[config.mk]
export PLATFORM = sky130hd
export DESIGN_NAME = mavg_div
export DESIGN_NICKNAME = d
export VERILOG_FILES = /design/src/design/mavg_pkg.sv /design/src/design/mavg_div.sv
export SDC_FILE = /design/constraint.sdc
export NUM_CORES = 1
export LEC_CHECK = 0
export ABC_AREA = 0
export BUFFER_PORTS_ARGS = -buffer_cell sky130_fd_sc_hd__buf_4
export CAP_MARGIN = 15
export CELL_PAD_IN_SITES_DETAIL_PLACEMENT = 0
export CELL_PAD_IN_SITES_GLOBAL_PLACEMENT = 2
export CORE_ASPECT_RATIO = 2
export CORE_MARGIN = 8
export CORE_UTILIZATION = 30
export DETAILED_ROUTE_END_ITERATION = 6
export PLACE_DENSITY_LB_ADDON = 0.1
export SLEW_MARGIN = 0
export SYNTH_ARGS = -nofsm -noshare
export SYNTH_HDL_FRONTEND = slang
export SYNTH_SLANG_ARGS = --single-unit
[constraint.sdc]
create_clock -name clk -period 2.1 [get_ports clk]
set_clock_uncertainty 0.1 [all_clocks]
set_input_delay 0.42 -clock clk [delete_from_list [all_inputs] [get_ports clk]]
set_output_delay 0.42 -clock clk [all_outputs]
set_load 0.02 [all_outputs]
[src/design/mavg_pkg.sv]
// ----------------------------------------------------------------------------
// mavg_pkg
// Shared constants, types and state codes of the moving average block.
// ----------------------------------------------------------------------------
package mavg_pkg;

    // sizes of the sample path and the delay line
    localparam int SAMPLE_BITS = 32;
    localparam int MAX_WINDOW  = 1024;
    localparam int ADDR_W      = $clog2(MAX_WINDOW);
    localparam int WIN_W       = ADDR_W + 1;
    localparam int SUM_W       = SAMPLE_BITS + ADDR_W;
    localparam int DIV_CNT_W   = $clog2(SUM_W + 1);

    // window length after reset
    localparam logic [WIN_W-1:0] WIN_RESET = WIN_W'(100);

    // sequencer states
    typedef enum logic [2:0] {
        ST_IDLE,
        ST_SUM,
        ST_LOAD,
        ST_DIV,
        ST_DONE
    } mavg_state_t;

    // divider status seen by the sequencer
    typedef struct packed {
        logic                   done;
        logic                   negative;
        logic [SAMPLE_BITS-1:0] quotient;
    } div_result_t;

endpackage

[src/design/mavg_div.sv]
// ----------------------------------------------------------------------------
// mavg_div
// Bit-serial restoring divider: signed running sum by an unsigned window
// count, one quotient bit per cycle, result truncated toward zero.
// ----------------------------------------------------------------------------
module mavg_div
    import mavg_pkg::*;
(
    input  logic                    clk,
    input  logic                    rst_n,
    input  logic                    start,
    input  logic signed [SUM_W-1:0] dividend,
    input  logic [WIN_W-1:0]        divisor,
    output div_result_t             result
);

    logic [SUM_W-1:0]     dvd_reg, dvd_next;
    logic [WIN_W-2:0]     rem_reg, rem_next;
    logic [WIN_W-1:0]     dvs_reg;
    logic                 neg_reg;
    logic [DIV_CNT_W-1:0] cnt_reg, cnt_next;
    logic                 busy_reg, busy_next;
    logic                 done_reg, done_next;
    logic [WIN_W-1:0]     rem_shift;
    logic [WIN_W:0]       trial;
    logic                 fits;

    // one restoring step: shift in the next dividend bit, try a subtract
    always_comb
    begin
        rem_shift = {rem_reg, dvd_reg[SUM_W-1]};
        trial     = {1'b0, rem_shift} - {1'b0, dvs_reg};
        fits      = !trial[WIN_W];
    end

    // next values of the shift registers and the bit counter
    always_comb
    begin
        dvd_next  = dvd_reg;
        rem_next  = rem_reg;
        cnt_next  = cnt_reg;
        busy_next = busy_reg;
        done_next = 1'b0;
        if (start)
        begin
            dvd_next  = dividend[SUM_W-1] ? (~dividend + 1'b1) : dividend;
            rem_next  = '0;
            cnt_next  = DIV_CNT_W'(SUM_W);
            busy_next = 1'b1;
        end
        else if (busy_reg)
        begin
            dvd_next = {dvd_reg[SUM_W-2:0], fits};
            rem_next = fits ? trial[WIN_W-2:0] : rem_shift[WIN_W-2:0];
            cnt_next = cnt_reg - 1'b1;
            if (cnt_reg == DIV_CNT_W'(1))
            begin
                busy_next = 1'b0;
                done_next = 1'b1;
            end
        end
    end

    // control registers
    always_ff @(posedge clk or negedge rst_n)
    begin
        if (!rst_n)
        begin
            busy_reg <= 1'b0;
            done_reg <= 1'b0;
            cnt_reg  <= '0;
        end
        else
        begin
            busy_reg <= busy_next;
            done_reg <= done_next;
            cnt_reg  <= cnt_next;
        end
    end

    // data registers
    always_ff @(posedge clk)
    begin
        dvd_reg <= dvd_next;
        rem_reg <= rem_next;
        if (start)
        begin
            dvs_reg <= divisor;
            neg_reg <= dividend[SUM_W-1];
        end
    end

    assign result.done     = done_reg;
    assign result.negative = neg_reg;
    assign result.quotient = dvd_reg[SAMPLE_BITS-1:0];

endmodule

# After elaboration in Yosys (flattened, before gate mapping)
# Index checks and enable logic that the tools add are counted.
# word_totals
reg_bits,72
word_cells,26
input_bits,56
out_inout_bits,34
# classes
reduce_logical,2
n_mux,12
n_bitwise,1
eq_ne,1
add_sub_neg,3
# op_table
operator,n
2-to-1 mux 42 bit,3
adder 42 x 1 -> 42 bit (second input constant),1
NOT 42 bit,1
2-to-1 mux 6 bit,2
subtractor 11 x 11 -> 12 bit,1
2-to-1 mux 10 bit,1
equality test 6 x 1 -> 1 bit (second input constant),1
2-to-1 mux 1 bit,6
subtractor 6 x 1 -> 6 bit (second input constant),1
nonzero test 2 bit,1
logical NOT 1 bit,1

# Logic depth before layout (Yosys ltp)
# Gate-level depths: netlist of the first run.
# depth
depth_word,4
depth_mapped,9

# Worst setup path before layout of the first run
# OpenSTA, ideal clock, no wires.
# synth_timing
kind,input -> register
start,input port dividend[14]
end,register dvd_reg[41] (data pin)
stages,7
slack_ns,-0.715
path_buffers,2
arrival_ns,2.546
cell_sequence,or3_4 or4_4 buf_6 or4_4 buf_6 or3_4 o32ai_2
# synth_between
elab_chain_len,4
# synth_lines
item,line,text
"start, declared",mavg_div.sv:12,"input logic signed [SUM_W-1:0] dividend,"
NOT 42 bit,mavg_div.sv:46,dvd_next = dividend[SUM_W-1] ? (~dividend + 1'b1) : dividend;
adder 42 x 1 -> 42 bit,mavg_div.sv:46,
2-to-1 mux 42 bit,mavg_div.sv:46,
2-to-1 mux 42 bit,mavg_div.sv:44,if (start)
via dvd_next[41],mavg_div.sv:17,"logic [SUM_W-1:0] dvd_reg, dvd_next;"
"end signal, assigned",mavg_div.sv:84,dvd_reg <= dvd_next;
"end, declared",mavg_div.sv:17,
# The timed path passes the listed nets, and every way through them passes these cells.
# A chain may end at the register's enable or synchronous reset.

# Worst setup path in the final report of the first run
# layout_timing
start,input port dividend[8]
end,register dvd_reg[23] (data pin)
# The elaborated chain is that of the path after synthesis.

==> out/results.ini, run 1 <==
[timing]
period_share = 1.18
drv_slew = 0
tightestPinTransition_ns = 0.562
totalNegativeSetupSlack_ns = -8.10
setup_viol = 38
max_freq_ghz = 0.405
grt_setup_unrepaired = yes
finalHoldViolCount = 0
final.min_clock_period_ns = 2.47
postLayoutSetupSlackWorst_ns = -0.369
relSlewSlack = 0.623

[finish]
finalNetCount = 731
num_antenna_cells = 0
largest_reg_flops = 42
syn_to_final_growth_pct = 46.3
drive_above_1_share = 0.417
fin_area_sq_um = 7080
finalNonFillerCells = 866

[clocking]
cts-root-buf = clkbuf_16
cts.sinks = 72
cts_made_buffers = 9
clockBufferDepth = 2
clk_pin_slew_ns = 0.06
cts_tree = yes
cts_htree_levels = 3
insertion_delay_ns = 0.34

[route]
dr.pass1.iters = 5
viasPerCell = 5.21
ant_nets = 0
drc = 0
vias = 4516
drt_iter0_markers = 130
routed_wl_um = 16100
avgRoutedWirePerCell_um = 18.6

[logic_synthesis]
synthXorXnorAreaFrac = 0.0525
netlist.area_leader.share = 0.335
syn_area_sq_um = 4840
syn_inst = 514
synthSimpleGateAreaFrac = 0.197
yosysSeqAreaShare = 0.418
synthMuxAreaShare = 0.00207
ys_ff_latch = 72
ys.warnings.count = 0
synth.largest_area_cell = edfxtp_1
yosysMostFrequentCell = edfxtp_1
ys_top_cells_by_count = edfxtp_1 (54), nor2_1 (51), buf_4 (35)
yosysUniqueCellTypes = 59
synth_edf_count = 54
async_reset_ff_frac = 0.111
synthTopCellsByArea = edfxtp_1 (33%), buf_4 (5.4%), dfrtp_1 (4.1%), dfxtp_1 (4.1%), xor2_1 (4.0%)
syn_area_per_cell_sq_um = 9.42
ys.flop_type = edfxtp_1
synth_top_family_by_area = simple AND/OR/NAND/NOR gates
syn-num-nets = 585
synthAdderAreaFrac = 0.0403
synth_compound_area_frac = 0.190

[power]
powerDensity_nw_per_um2 = 615
p_leak_nw = 3.00
p_switching_mw = 1.22
p_int_mw = 3.14
fin_total_pwr_mw = 4.35
combPwrFrac = 0.218
clockPowerShare = 0.377
pwr-share-seq = 0.405
max-vdd-ir-drop_uv = 394
swShare = 0.279

[setup_path]
cp-end-kind = register
critical_path_class = primary input to register
crit_fanout = 7
r2r_start = dvd_reg[41]
start_kind = primary input
critPathLaunch = dividend[8]
worstRegToRegCells = 9
crit_arrival_ns = 2.57
crit_required_ns = 2.20

[placed_design]
gp_congestion = 0.820
dp.cells = 836
dpl.hpwl_um = 11800
numPortBuffers = 89
placed_cell_area_sq_um = 6210

[grt]
met1_usage = 0.148
grt_antenna_before_repair = 0
grt_pass1_vias = 4970
track_usage = 0.157
use_met2 = 0.312
overflow = 0
grt_use_met3 = 0.0247
grt_pass1_wl_um = 25800
grt_busiest_layer = met2
grt_max_degree = 61

[hold_path]
whs_path_depth = 1
worstHoldStart = divisor[8]
hp-class = primary input to register

[die]
core_sq_um = 15800
io_pins = 90
fp.dieH_um = 196
start_util = 0.307
die_area_sq_um = 20700
die_x_um = 106
num_rows = 65

[outcome]
status = finished, violations left
violations = setup timing

[job]
maxCapViolations = 0

[timing repair]
action | CTS | global route
pin swaps | 27 | 35
gates cloned | 1 | 1
hold buffers | 1 | 0
setup buffers | 4 | 9
endpoints found under the setup margin | 37 | 40
endpoints found under the hold margin | 8 | 0
resized for setup | 33 | 48
[critical path, stage by stage]
cell	delay, ns
buf_6	0.09
or3_4	0.38
or4_4	0.43
or4_4	0.61
buf_6	0.15
or4_1	0.40
nand3_1	0.09
[cell families after synthesis]
group / count (synthesis)
xor+xnor: 29
flops: 72
compound gates: 127
fa+ha+maj: 15
buf+inv: 89
mux: 1
simple gates: 181
[per-layer routing]
| layer | vias up | share of wire |
|---|---|---|
| li1 | 2201 | - |
| met1 | 2194 | 0.35 |
| met2 | 92 | 0.59 |
| met3 | 29 | 0.028 |
| met4 | 0 | 0.030 |
| met5 | - | 0 |
[final timing paths]
check	end	slack, ns
setup / recovery	dvd_reg[23]	-0.37
hold / removal	dvs_reg[8]	0.16
setup reg to reg	rem_reg[8]	-0.19
hold reg to reg	cnt_reg[5]	0.43
max in group asynchronous	cnt_reg[3]	1.43
min in group asynchronous	cnt_reg[0]	0.34
[layout make-up]
type,count,area (sq um)
fill,1609,8700
inverter,25,93.8
clock inverter,6,66.3
timing repair buffer,199,1630
sequential,72,2020
clock buffer,10,250
tap,201,251
multi-input combinational,353,2770
[layout by cell type, fill, tap and decap left out, types with 4 or more instances in the layout]
master	count
o21ai_0	8
clkbuf_16	10
a21o_1	6
or2_2	4
dfxtp_1	10
a311oi_2	5
nand2_1	21
a21oi_1	25
or4_1	4
buf_6	13
nor2_1	51
a2111o_1	4
ha_1	10
and3_1	4
nor3_1	12
edfxtp_1	54
buf_4	178
or3_1	11
buf_12	6
o31ai_4	5
nor4_1	7
xnor2_1	7
or4_4	4
xor2_1	22
inv_2	4
o211ai_1	10
nor2b_1	14
dfrtp_1	8
nand3_1	12
nand3b_1	7
a31oi_1	13
inv_1	21
o41ai_4	5
nand4_1	12
[power groups by stage]
stage / registers, mW / logic [mW] / clock network (mW)
floorplan: 1.76 / 0.562 / 0
global placement: 1.79 / 0.888 / 0
detailed placement: 1.79 / 0.895 / 0
CTS: 1.76 / 0.921 / 1.70
global route: 1.78 / 1.04 / 1.75
finish: 1.76 / 0.949 / 1.64
[metrics by stage]
stage	hold slack [ns]	setup WS, ns	util
after global routing	0.146	-0.419	0.449
after detailed placement	0.143	-0.737	0.394
after global placement	0.143	-0.708	0.394
after CTS	0.144	-0.351	0.427
final	0.159	-0.369	0.449
after floorplan	0.0244	-0.714	-
Power figures use the tool's default switching activity.
==> inputs of run 2 (changes only) <==
--- a/config.mk
+++ b/config.mk
@@ -12,7 +12,7 @@
 export CELL_PAD_IN_SITES_GLOBAL_PLACEMENT = 2
 export CORE_ASPECT_RATIO = 2
 export CORE_MARGIN = 8
-export CORE_UTILIZATION = 30
+export CORE_UTILIZATION = 37
 export DETAILED_ROUTE_END_ITERATION = 6
 export PLACE_DENSITY_LB_ADDON = 0.1
 export SLEW_MARGIN = 0
==> constraint.sdc (replaced) <==
create_clock -name clk -period 3 [get_ports clk]
set_clock_uncertainty 0.1 [all_clocks]
set_input_delay 0.6 -clock clk [delete_from_list [all_inputs] [get_ports clk]]
set_output_delay 0.6 -clock clk [all_outputs]
set_load 0.01 [all_outputs]
==> out/results.ini, run 2 (same netlist as run 1, synthesis figures left out) <==
[outcome]
status = complete, no violations

[grt]
track_usage = 0.159
grt_max_degree = 46
grt_pass1_vias = 4380
grt_antenna_before_repair = 0
overflow = 0
grt_pass1_wl_um = 22300

[clocking]
insertion_delay_ns = 0.33
cts_tree = yes
cts-root-buf = clkbuf_16
cts_htree_levels = 3
cts_made_buffers = 9
clockBufferDepth = 2
cts.sinks = 72
clk_pin_slew_ns = 0.06
post_cts_resized = 0

[setup_path]
cp-end-kind = register
max_stage_delay_ns = 0.61
worstPathCellList = buf_4, or3_1, or4_1, or4_4, or3_4, o32ai_2
crit_required_ns = 3.06
start_kind = primary input
critical_path.slowest_cell = or4_4
worstRegToRegCells = 7
critical_path_class = primary input to register
crit_fanout = 9
crit_arrival_ns = 2.78

[finish]
final_common_cell = buf_4
num_antenna_cells = 0
layout_common_cells = buf_4 (115), edfxtp_1 (54), nor2_1 (51)
finalNetCount = 649
finalNonFillerCells = 735
multi_input_area_sq_um = 2340
fill_cells = 1293
regArea_sq_um = 2020
largest_reg_flops = 42
drive_above_1_share = 0.254
syn_to_final_growth_pct = 21.6

[power]
clockPowerShare = 0.418
combPwrFrac = 0.169
p_int_mw = 2.23
fin_total_pwr_mw = 2.98
max-vdd-ir-drop_uv = 278
pwr-share-seq = 0.413
p_leak_nw = 2.42
swShare = 0.252
p_switching_uw = 752
powerDensity_nw_per_um2 = 506

[route]
avgRoutedWirePerCell_um = 19.1
vias = 4178
routed_wl_um = 14000
ant_nets = 0
viasPerCell = 5.68
drc = 0
dr.pass1.iters = 4
drt_iter0_markers = 150

[hold_path]
hp-class = primary input to register
whs_path_depth = 1

[job]
maxCapViolations = 0

[die]
num_rows = 59
start_util = 0.375
core_sq_um = 12900
die_x_um = 96.9
io_pins = 90
fp.dieH_um = 178
die_area_sq_um = 17200

[timing]
finalHoldViolCount = 0
whs_ns = 0.343
period_share = 0.908
final.min_clock_period_ns = 2.72
setup_viol = 0
max_freq_ghz = 0.367
grt_setup_unrepaired = no
relSlewSlack = 0.611
drv_slew = 0
tightestPinTransition_ns = 0.583

[placed_design]
dp.cells = 718
dpl.hpwl_um = 10500
numPortBuffers = 89
gp_congestion = 0.795

==> run 2: cell types whose count changed in the layout (fill, tap and decap cells not counted), moves of 6 or more <==
cell     previous run  this run
buf_6              13         0
buf_4             178       115
o41ai_1             1         8
o31ai_1             2         8
==> run 2: timing repair <==
item                                    in CTS  in global routing
endpoints found under the setup margin       0                  0
hold buffers                                 1                  0
setup buffers                                0                  0
hold endpoints to repair                     8                  0
==> run 2: cell type report <==
cell class / count / share of cell area
Inverter: 25 / 0.0159
Multi-Input combinational cell: 353 / 0.397
Tap cell: 152 / 0.0323
Sequential cell: 72 / 0.344
Clock buffer: 11 / 0.0449
Clock inverter: 5 / 0.0142
Timing Repair Buffer: 117 / 0.152
==> run 2: per-stage QoR <==
step                worst slack, ns  area (sq um)  setup TNS [ns]   util
finish                        0.277          5880               0  0.455
global route                  0.156          5880               0  0.455
global placement            -0.0407          5530         -0.0964  0.428
detailed placement          -0.0943          5530          -0.406  0.428
CTS                           0.258          5880               0  0.455
floorplan                   0.00477          4840               0      -
==> run 2: final timing paths <==
check,start,endpoint,slack (ns)
max reg2reg,dvs_reg[4],rem_reg[7],0.47
min reg2reg,rem_reg[6],rem_reg[6],0.41
min in group asynchronous,rst_n,done_reg,0.52
max,dividend[8],dvd_reg[41],0.28
max in group asynchronous,rst_n,cnt_reg[1],2.15
min,divisor[1],dvs_reg[1],0.34
==> run 2: power by group through the flow <==
stage | clock (mW) | combinational [mW] | sequential [mW]
finish | 1.24 | 0.503 | 1.23
global route | 1.31 | 0.560 | 1.24
CTS | 1.28 | 0.513 | 1.23
detailed placement | 0 | 0.510 | 1.25
global placement | 0 | 0.504 | 1.25
floorplan | 0 | 0.342 | 1.23
==> run 2: critical path, delay by kind of cell <==
family / cells / cell delay, ns
AOI/OAI and AO/OA: 1 / 0.22
and+or+nand+nor: 4 / 1.86
buffers and inverters: 1 / 0.11
==> run 2: routing by layer <==
metal / vias up / part of all wire / global-route usage
li1: 2031 / - / -
met1: 2064 / 0.38 / 0.155
met2: 66 / 0.58 / 0.318
met3: 17 / 0.027 / 0.0288
met4: 0 / 0.018 / 0.0581
met5: - / 0 / 0
==> inputs of run 3 (changes only) <==
--- a/config.mk
+++ b/config.mk
@@ -13,8 +13,10 @@
 export CORE_ASPECT_RATIO = 2
 export CORE_MARGIN = 8
 export CORE_UTILIZATION = 37
+export CTS_CLUSTER_DIAMETER = 150
 export DETAILED_ROUTE_END_ITERATION = 6
 export PLACE_DENSITY_LB_ADDON = 0.1
+export RECOVER_POWER = 100
 export SLEW_MARGIN = 0
 export SYNTH_ARGS = -nofsm -noshare
 export SYNTH_HDL_FRONTEND = slang
==> out/results.ini, run 3 (same netlist as run 1, synthesis figures left out) <==
[outcome]
status = finished, violations left
violations = capacitance limit, slew limit

[finish]
layout_common_cells = buf_4 (60), edfxtp_1 (54), nor2_1 (51)
multi_input_area_sq_um = 2340
finalNetCount = 649
syn_to_final_growth_pct = 18.1
num_antenna_cells = 0
final_common_cell = buf_4
drive_above_1_share = 0.184
regArea_sq_um = 2020
fill_cells = 1321
largest_reg_flops = 42

[die]
core_sq_um = 12900
io_pins = 90
num_rows = 59
die_area_sq_um = 17200
fp.dieH_um = 178
start_util = 0.375
die_x_um = 96.9

[clocking]
cts_setup_buffers = 0
cts_made_buffers = 9
clk_pin_slew_ns = 0.06
cts_htree_levels = 3
cts.sinks = 72
insertion_delay_ns = 0.33
cts-root-buf = clkbuf_16
cts_tree = yes
clockBufferDepth = 2

[route]
drc = 0
routed_wl_um = 14000
viasPerCell = 5.68
avgRoutedWirePerCell_um = 19.0
vias = 4176
drt_iter0_markers = 146
dr.pass1.iters = 4
ant_nets = 0

[job]
maxCapViolations = 1

[placed_design]
numPortBuffers = 89
place_ws_ns = -0.0943
gp_congestion = 0.795
dpl.hpwl_um = 10500

[power]
max-vdd-ir-drop_uv = 277
powerDensity_nw_per_um2 = 513
p_leak_nw = 2.26
fin_total_pwr_mw = 2.93

[grt]
grt_antenna_before_repair = 0
overflow = 0
grt_pass1_vias = 4380
grt_pass1_wl_um = 22300
grt_max_degree = 46
track_usage = 0.159

[setup_path]
start_kind = primary input
path_delay_family = simple AND/OR/NAND/NOR gates
critical_path_class = primary input to register
timing.critical_path.mode_cell = clkbuf_1
critical_path.slowest_cell = or4_1
crit_fanout = 12
path_buf_inv = 3
max_stage_delay_ns = 0.46
cp-end-kind = register
crit_required_ns = 2.98
crit_arrival_ns = 2.71
worstPathCellList = clkbuf_4, or3_1, or4_1, clkbuf_1, nor4_1, clkbuf_1, a2111oi_0, nand3b_1

[timing]
drv_slew = 39
max_freq_ghz = 0.366
period_share = 0.911
relSlewSlack = -0.0656
whs_ns = 0.366
finalHoldViolCount = 0
final.min_clock_period_ns = 2.73
grt_setup_unrepaired = no
setup_viol = 0
postLayoutSetupSlackWorst_ns = 0.268
tightestPinTransition_ns = 1.60

[hold_path]
hp-class = primary input to register

## run 3: changes by cell type in the layout (fill, tap and decap cells not counted), sizes merged
cell and change:
buf -56, clkbuf +56
## run 3: worst paths after layout
path | from | to | slack, ns | depth (start not counted)
worst max-delay path | dividend[8] | dvd_reg[25] | 0.27 | 8
worst min-delay path | divisor[5] | dvs_reg[5] | 0.37 | 1
max in group asynchronous | rst_n | cnt_reg[1] | 1.86 | 2
worst max register to register | dvs_reg[4] | rem_reg[7] | 0.45 | 7
worst min register to register | rem_reg[6] | rem_reg[6] | 0.41 | 2
min in group asynchronous | rst_n | done_reg | 0.63 | 2
## run 3: timing repair
action,in CTS,in global routing
hold endpoints to repair,8,0
setup endpoints to repair,0,0
hold buffers,1,0
gates resized for setup,0,0
## run 3: final cells by class
cell class	instances	area share
clock buffer	11	0.0462
sequential	72	0.354
tap	152	0.0333
clock inverter	5	0.0147
timing repair buffer	117	0.127
multi-input combinational	353	0.409
inverter	25	0.0164
## run 3: per-stage QoR
stage	instance area [sq um]	utilization	instances	setup TNS (ns)
after floorplan	4840	-	514	0
after global placement	5530	0.428	718	-0.0964
after detailed placement	5530	0.428	718	-0.406
after CTS	5880	0.455	735	0
after global routing	5720	0.442	735	0
final	5720	0.442	735	0
## run 3: worst reg2reg max path, delay by kind of cell, from the launching register on
| kind | cells | cell delay [ns] |
|---|---|---|
| compound gates | 3 | 0.76 |
| fa+ha+maj | 1 | 0.27 |
| simple gates | 2 | 0.87 |
| flops | 1 | 0.36 |
| buf+inv | 1 | 0.07 |
## run 3: report_power, final
part	total (mW)	switching, mW	internal [mW]	leakage [nW]
Clock	1.24	0.436	0.807	0.172
Sequential	1.23	0.0518	1.18	0.734
Combinational	0.459	0.260	0.198	1.35
Total	2.93	0.749	2.18	2.26
## run 3: per-layer routing
layer  global-route usage  routed length, um  vias up
met5                    0                  0        -
met3               0.0288                375       15
li1                     -                  -     2038
met4               0.0581                227        0
met1                0.155               5260     2059
met2                0.318               8090       64
